`config.mk`:
```
export PLATFORM = sky130hd
export DESIGN_NAME = yaz0_ctrl
export DESIGN_NICKNAME = d
export VERILOG_FILES = /design/src/rtl/yaz0_pkg.sv /design/src/rtl/yaz0_ctrl.sv
export SDC_FILE = /design/constraint.sdc
export NUM_CORES = 1
export LEC_CHECK = 0
export BUFFER_PORTS_ARGS = -buffer_cell sky130_fd_sc_hd__buf_2
export CAP_MARGIN = 10
export CORE_MARGIN = 10
export CORE_UTILIZATION = 45
export CTS_CLUSTER_SIZE = 12
export DETAILED_ROUTE_END_ITERATION = 16
export GPL_TIMING_DRIVEN = 0
export MAX_ROUTING_LAYER = met4
export PLACE_DENSITY = 0.78
export SLEW_MARGIN = 20
export SYNTH_ARGS = -nofsm -noshare
export SYNTH_HDL_FRONTEND = slang
export SYNTH_SLANG_ARGS = --single-unit
export TNS_END_PERCENT = 20
```
`constraint.sdc`:
```
create_clock -name clk -period 1.9 [get_ports clk]
set_clock_uncertainty 0.1 [all_clocks]
set_input_delay 0.285 -clock clk [delete_from_list [all_inputs] [get_ports clk]]
set_output_delay 0.285 -clock clk [all_outputs]
set_load 0.01 [all_outputs]
```
`src/rtl/yaz0_pkg.sv`:
```
// shared constants, types and helpers for the yaz0 decoder
`timescale 1ns / 1ps
package yaz0_pkg;

  localparam int WINDOW_SIZE = 4096;
  localparam int OUT_LANES   = 8;
  localparam int HIST_AW     = $clog2(WINDOW_SIZE);
  localparam int DIST_W      = HIST_AW + 1;
  localparam int LEN_W       = 9;

  localparam logic [4:0]       HDR_LAST_IDX  = 5'd15;
  localparam logic [LEN_W-1:0] REF2_LEN_BASE = LEN_W'(2);
  localparam logic [LEN_W-1:0] REF3_LEN_BASE = LEN_W'(8'h12);
  localparam logic [3:0]       FLAG_GROUP    = 4'd8;

  typedef enum logic [1:0] {
    ST_DATA      = 2'd0,
    ST_BAD_MAGIC = 2'd1,
    ST_SKIP_BIG  = 2'd2
  } status_t;

  typedef enum logic {
    CFG_SKIP_BYTES = 1'b0,
    CFG_OUT_LIMIT  = 1'b1
  } cfg_index_t;

  // controller to datapath
  typedef struct packed {
    logic    latch;
    logic    clear;
    logic    hdr;
    logic    flags;
    logic    shift;
    logic    pend;
    logic    ref2;
    logic    ref3;
    logic    rd;
    logic    put;
    logic    put_ram;
    logic    fail;
    status_t fail_code;
    logic    flush;
    logic    last;
  } cmd_t;

  // datapath to controller
  typedef struct packed {
    logic hdr_bad;
    logic hdr_done;
    logic limit_zero;
    logic skip_big;
    logic size_zero;
    logic flag_top;
    logic flags_end;
    logic nib_zero;
    logic put_done;
    logic put_full;
    logic put_any;
    logic len_one;
    logic len_zero;
    logic out_free;
  } sts_t;

  function automatic logic [7:0] magic_byte(input logic [1:0] idx);
    logic [7:0] m;
    case (idx)
      2'd0:    m = 8'h59; // Y
      2'd1:    m = 8'h61; // a
      2'd2:    m = 8'h7a; // z
      default: m = 8'h30; // 0
    endcase
    return m;
  endfunction

endpackage

```
`src/rtl/yaz0_ctrl.sv`:
```
// yaz0 controller: token phase, finish flag and step sequencing
`timescale 1ns / 1ps
module yaz0_ctrl (
  input  logic            clk,
  input  logic            rst,
  input  logic            in_valid,
  input  logic            frame_start,
  output logic            in_stall,
  input  yaz0_pkg::sts_t  sts,
  output yaz0_pkg::cmd_t  cmd
);
  import yaz0_pkg::*;

  typedef enum logic [2:0] {
    S_IDLE, S_DECODE, S_CREAD, S_CWRITE, S_FLUSH
  } state_t;

  typedef enum logic [2:0] {
    P_HEADER, P_FLAGS, P_TOKEN, P_REF2, P_REF3
  } phase_t;

  state_t state, state_next;
  phase_t phase, phase_next;
  logic   finished, finished_next;

  assign in_stall = (state != S_IDLE);

  always_comb begin
    cmd           = '0;
    cmd.fail_code = ST_DATA;
    state_next    = state;
    phase_next    = phase;
    finished_next = finished;
    case (state)
      S_IDLE: begin
        if (in_valid) begin
          cmd.latch  = 1'b1;
          cmd.clear  = frame_start;
          state_next = S_DECODE;
          if (frame_start) begin
            phase_next    = P_HEADER;
            finished_next = 1'b0;
          end
        end
      end
      S_DECODE: begin
        state_next = S_IDLE;
        if (!finished) begin
          case (phase)
            P_HEADER: begin
              cmd.hdr = 1'b1;
              if (sts.hdr_bad) begin
                cmd.fail      = 1'b1;
                cmd.fail_code = ST_BAD_MAGIC;
                finished_next = 1'b1;
                state_next    = S_FLUSH;
              end else if (sts.hdr_done) begin
                if (sts.limit_zero) begin
                  finished_next = 1'b1;
                end else if (sts.skip_big) begin
                  cmd.fail      = 1'b1;
                  cmd.fail_code = ST_SKIP_BIG;
                  finished_next = 1'b1;
                  state_next    = S_FLUSH;
                end else if (sts.size_zero) begin
                  finished_next = 1'b1;
                  state_next    = S_FLUSH;
                end else begin
                  phase_next = P_FLAGS;
                end
              end
            end
            P_FLAGS: begin
              cmd.flags  = 1'b1;
              phase_next = P_TOKEN;
            end
            P_TOKEN: begin
              if (sts.flag_top) begin
                cmd.shift  = 1'b1;
                cmd.put    = 1'b1;
                phase_next = sts.flags_end ? P_FLAGS : P_TOKEN;
                if (sts.put_done) begin
                  finished_next = 1'b1;
                  state_next    = S_FLUSH;
                end else if (sts.put_any) begin
                  state_next = S_FLUSH;
                end
              end else begin
                cmd.pend   = 1'b1;
                phase_next = P_REF2;
              end
            end
            P_REF2: begin
              cmd.ref2 = 1'b1;
              if (sts.nib_zero) begin
                phase_next = P_REF3;
              end else begin
                cmd.shift  = 1'b1;
                phase_next = sts.flags_end ? P_FLAGS : P_TOKEN;
                state_next = S_CREAD;
              end
            end
            P_REF3: begin
              cmd.ref3   = 1'b1;
              cmd.shift  = 1'b1;
              phase_next = sts.flags_end ? P_FLAGS : P_TOKEN;
              state_next = S_CREAD;
            end
            default: phase_next = P_HEADER;
          endcase
        end
      end
      S_CREAD: begin
        cmd.rd     = 1'b1;
        state_next = S_CWRITE;
      end
      S_CWRITE: begin
        cmd.put     = 1'b1;
        cmd.put_ram = 1'b1;
        if (sts.put_done) begin
          finished_next = 1'b1;
          state_next    = S_FLUSH;
        end else if (sts.put_full) begin
          state_next = S_FLUSH;
        end else if (sts.len_one) begin
          state_next = sts.put_any ? S_FLUSH : S_IDLE;
        end else begin
          state_next = S_CREAD;
        end
      end
      S_FLUSH: begin
        if (sts.out_free) begin
          cmd.flush = 1'b1;
          cmd.last  = finished;
          if (finished || sts.len_zero) begin
            state_next = S_IDLE;
          end else begin
            state_next = S_CREAD;
          end
        end
      end
      default: state_next = S_IDLE;
    endcase
  end

  always_ff @(posedge clk) begin
    if (rst) begin
      state    <= S_IDLE;
      phase    <= P_HEADER;
      finished <= 1'b1;
    end else begin
      state    <= state_next;
      phase    <= phase_next;
      finished <= finished_next;
    end
  end

  a_flush_only_when_free: assert property (@(posedge clk) disable iff (rst)
    cmd.flush |-> sts.out_free) else $error("flush into a busy output register");

  a_read_then_write: assert property (@(posedge clk) disable iff (rst)
    (state == S_CREAD) |=> (state == S_CWRITE)) else $error("history read not followed by copy");

  a_put_not_flush: assert property (@(posedge clk) disable iff (rst)
    !(cmd.put && cmd.flush)) else $error("put and flush in one cycle");

endmodule

```
After elaboration in Yosys (flattened, before gate mapping)
Index checks and enable logic that the tools add are counted.
- flip-flop bits (word level): 7
- output and inout port bits: 17
- logic and storage cells: 101
- eq/ne operators: 18
- mux-type cells: 71
- reduce and logical (&&, ||, !) cells: 9
- operator list (kind ; number):
    $mux W3 ; 30
    $pmux W3 S5 ; 2
    $mux W1 ; 23
    $mux W2 ; 8
    $ne A3 B3 Y1 const B ; 5
    $eq A3 B2 Y1 const B ; 4
    $mux W6 ; 2
    $pmux W3 S4 ; 1
    $ne A2 B2 Y1 const B ; 5
    $reduce_and A9 Y1 ; 1
    $eq A3 B1 Y1 const B ; 2
    $eq A3 B3 Y1 const B ; 2
    $logic_not A3 Y1 ; 2
    $pmux W1 S3 ; 2
    $pmux W3 S2 ; 1
    $reduce_bool A3 Y1 ; 2
    $pmux W1 S2 ; 2
    $reduce_and A4 Y1 ; 1
    $reduce_and A2 Y1 ; 1
    $reduce_bool A2 Y1 ; 1
    $logic_or A1 B1 Y1 ; 1

Logic depth before layout (Yosys ltp)
- word-level depth: 8
- gate-level depth with buffers: 7
- mapped depth without buffers: 5

Worst setup path before layout
No wires, ideal clock.
- path type: register -> output
- from: reg state[2]
- to: out cmd[12] (netlist name)
- data arrival time: 1383 ps
- path slack: 132 ps
- cell stages (with the launch flop): 6
- path buffers: 2
- path through: dfxtp_1 > buf_6 > nand2b_4 > or3_1 > clkbuf_1 > nor4_1
- RTL lines (element ; RTL line ; text):
    from (decl) ; yaz0_ctrl.sv:22 ; state_t state, state_next;
    from (signal assigned) ; yaz0_ctrl.sv:152 ; state <= state_next;
    to (decl) ; yaz0_ctrl.sv:10 ; output yaz0_pkg::cmd_t cmd

==> metrics.log <==
[metrics] multiplexer share of the synthesized area: about 2.7%
[metrics] length of routed met3 wiring: 137 um
[metrics] Seq cells post-synth: 7
[metrics] CTS root buf: clkbuf_4
[metrics] main area contributors after synthesis: dfxtp_1 (19%), nor2_1 (9.0%), a21oi_1 (6.0%)
[metrics] synthesized-area fraction occupied by xor and xnor cells: 0%
[metrics] violations in the final reports: negative setup slack
[metrics] count of maximum capacitance violations: 0
[metrics] CP Launch Type: register
[metrics] worst setup path startpoint: phase[0]
[metrics] worst min path class: input port to register
[metrics] total leakage power: between 0.4 and 0.5 nW
[metrics] die span in x: about 61 um
[metrics] worst hold slack after final layout: approximately 190 ps
[metrics] number of buffers inserted for hold repair after clock tree synthesis: 0
[metrics] global-route wire length before repair: ~3600 um
[metrics] Worst EP required: 1510 ps
[metrics] Max Freq: about 0.52 GHz
[metrics] Rows: 14
[metrics] Filler Cells Inserted: 152
[metrics] Total Die Area: roughly 3700 um2
[metrics] most frequent standard cell in the layout excluding fill and tap cells: buf_2
[metrics] antenna-violating nets left: 0
[metrics] average wire per standard cell: 14.4 um
[metrics] number of warning messages in the yosys log: 0
[metrics] outcome: complete, but fails checks
[metrics] antenna violations before repair: 0
[metrics] final hold vios: 0
[metrics] synthesized instance count: ~110
[metrics] simple-gate area share of the yosys netlist: a little under half
[metrics] worst slew slack as a fraction of its limit: a little over 70%
[metrics] main combinational cell family by area after synthesis: simple AND/OR/NAND/NOR gates
[metrics] GP Congestion: 0.842
[metrics] top routing layer in use: met3
[metrics] synthesized cell area: 751 um2
[metrics] nature of the critical path endpoint: output pin
[metrics] core region area: 1540 um2
[metrics] final layout net count: 164
[metrics] share of cells above drive strength 1: 41.4%
[metrics] post-route setup slack: -29.2 ps
[metrics] Area Growth Syn to Fin: 33.0%
[metrics] sequential area share after synthesis: 18.7%
[metrics] maximum fanout count along the critical path: 10
[metrics] end point of the worst hold path: phase[0]
[metrics] area leader, netlist: dfxtp_1
[metrics] Critical R2R Capture: state[1]
[metrics] final slew viol count: 0
[metrics] clock buffer count from CTS: 3
[metrics] port bufs: 34
[metrics] final WL: between 2000 and 2500 um
[metrics] origin of the worst min-delay path: rst
[metrics] Max clock buf depth: 2
[metrics] level count of the clock H-tree: 1
[metrics] crit share post-route: 102%
[metrics] number of cells on the worst reg-to-reg path: 5
[metrics] maximum number of pins on one net before global-route repair: 11
[metrics] startpoint-to-endpoint class of the critical path: register to output pin
[metrics] length of the first detailed-routing pass in iterations: 4
[metrics] Final min period: slightly below 2000 ps
[metrics] starting density of the core: about half
[metrics] Vias: 901
[metrics] half-perimeter wire length after placement: approximately 1900 um
[metrics] clk slew on worst S/H paths: ~50 ps
[metrics] mean post-synth cell area: approximately 7.0 um2
[metrics] Post-Synth Adder-Cell Area: 0%
[metrics] I/O pin count: 35
[metrics] # diodes: 0
[metrics] peak supply drop: 0.396 mV
[metrics] violation count after the first detailed-routing iteration: 22
[metrics] most frequent cells in the layout: buf_2 (35), nor2_1 (17), nand2_1 (9), a21oi_1 (9), inv_1 (6)
[metrics] combined global-route utilization of all metal layers: roughly an eighth
[metrics] cell depth of the worst min-delay path: 2
[metrics] data arrival at the endpoint of the critical path: 1540 ps
[metrics] Met1 Wirelength: 978 um
[metrics] total DRC errors in the routed layout: 0
[metrics] grt ovf: 0
[metrics] setup fix buffers added after clock tree synthesis: 0
[metrics] post-synth top area share: between 10% and 20%
[metrics] pin slew with the least headroom to its limit: about 400 ps
[metrics] total power divided by cell area: 386 nW/um2
[metrics] Routed met2 length: roughly 1200 um
[metrics] R2R Path Start: phase[2]
[metrics] RSZ-0062 raised after global routing: yes
[metrics] final setup violation count: 4
[metrics] clock latency at the later pin of the worst-skew pair: 240 ps
[metrics] Syn Nets: around 130
[metrics] Post-Place Worst Slack: approximately 77 ps
[metrics] Die Ht: slightly above 60 um
[metrics] CTS tree: done
[metrics] clock net sink count: 7
[metrics] slack of the worst reg-to-reg path: 240 ps
[metrics] synthesized-area fraction occupied by ao, oa, aoi and oai cells: between 20% and 30%
[metrics] number of global-route vias before repair: approximately 860
[metrics] Vias/cell: 5.60
[metrics] library cells used by synthesis: between 40 and 50
-- worst max path at each step --
stage	cells past startpoint	slack [ps]	end
3_3_place_gp	5	80	cmd[12]
4_1_cts	5	-70	cmd[10]
2_1_floorplan	5	130	cmd[12]
6_report	6	-30	cmd[11]
3_5_place_dp	5	80	cmd[10]
5_1_grt	5	-110	cmd[10]
-- worst max-delay path: stages, from the launching register on --
cell and delay (ps):
dfxtp_2 340, buf_6 150, inv_2 60, mux2i_1 110
or3b_1 350, a21oi_1 140, buf_2 150
-- cell families (layout without fill, tap and decap cells) --
logic type,after synthesis,after routing
AND/OR/NAND/NOR,60,60
AO/OA/AOI/OAI,26,26
buffers and inverters,13,50
flip-flops,7,7
multiplexers,2,2
-- registers in the layout, indices dropped and copies added, names as in the netlist --
name,cells
phase,3
state,3
finished,1
-- power breakdown --
| group | switching (mW) | leakage [nW] | internal [mW] |
|---|---|---|---|
| Combinational | 0.0543 | 0.408 | 0.0447 |
| Sequential | 0.00818 | 0.0587 | 0.152 |
| Clock | 0.0466 | 0.0150 | 0.0796 |
-- area by class of cell --
class / instances / area [um2] / area share [%]
plain buffers: 5 / 42.5 / 4.26
flip-flops and latches: 7 / 145 / 14.5
clock buffers: 4 / 26.3 / 2.63
well taps: 16 / 20.0 / 2.01
multi-input cells: 88 / 568 / 56.9
inverters: 7 / 26.3 / 2.63
repair buffers: 34 / 170 / 17.0
-- per-layer routing --
metal,vias up,GRT usage [%]
li1,465,-
met1,415,13.1
met2,21,22.3
met3,0,2.71
met4,0,3.76
met5,-,-
-- synth_stat cells --
library cell / instances
nand3_1: 3
o211a_1: 1
a21oi_2: 1
o31ai_1: 1
buf_6: 1
mux2i_1: 2
nor4_1: 5
nor3_1: 4
dfxtp_1: 7
and2_1: 2
o21ai_0: 1
or2_4: 1
buf_2: 4
nor3_2: 2
a21o_1: 1
nor4bb_1: 1
or3_1: 2
o21a_1: 1
o41ai_4: 1
inv_2: 1
or3b_1: 1
clkbuf_1: 1
nand2_2: 1
o32ai_1: 1
a211o_1: 1
o21ai_1: 4
nand2b_4: 1
a21oi_1: 9
nor2b_1: 3
o22ai_1: 1
nand2_1: 9
nor2_1: 18
nand4_1: 1
inv_1: 6
o41ai_1: 1
nand3b_1: 2
and3_4: 1
nor3_4: 1
a221oi_1: 1
a2111oi_0: 1
and3_1: 2
-- metrics by stage --
stage | std cells | power [mW] | utilization (%) | instance area [um2] | TNS, ps
floorplan | 108 | 0.214 | - | 751 | 0
global placement | 158 | 0.256 | 61.0 | 941 | 0
detailed placement | 158 | 0.259 | 61.0 | 941 | 0
CTS | 161 | 0.393 | 63.6 | 980 | -178
global route | 161 | 0.414 | 64.8 | 998 | -533
finish | 161 | 0.385 | 64.8 | 998 | -76.1
-- timing repair --
item,in CTS,in global routing
endpoints found under the setup margin,7,8
gates resized for setup,6,6
pin swaps,1,0
Power figures use the tool's default switching activity.
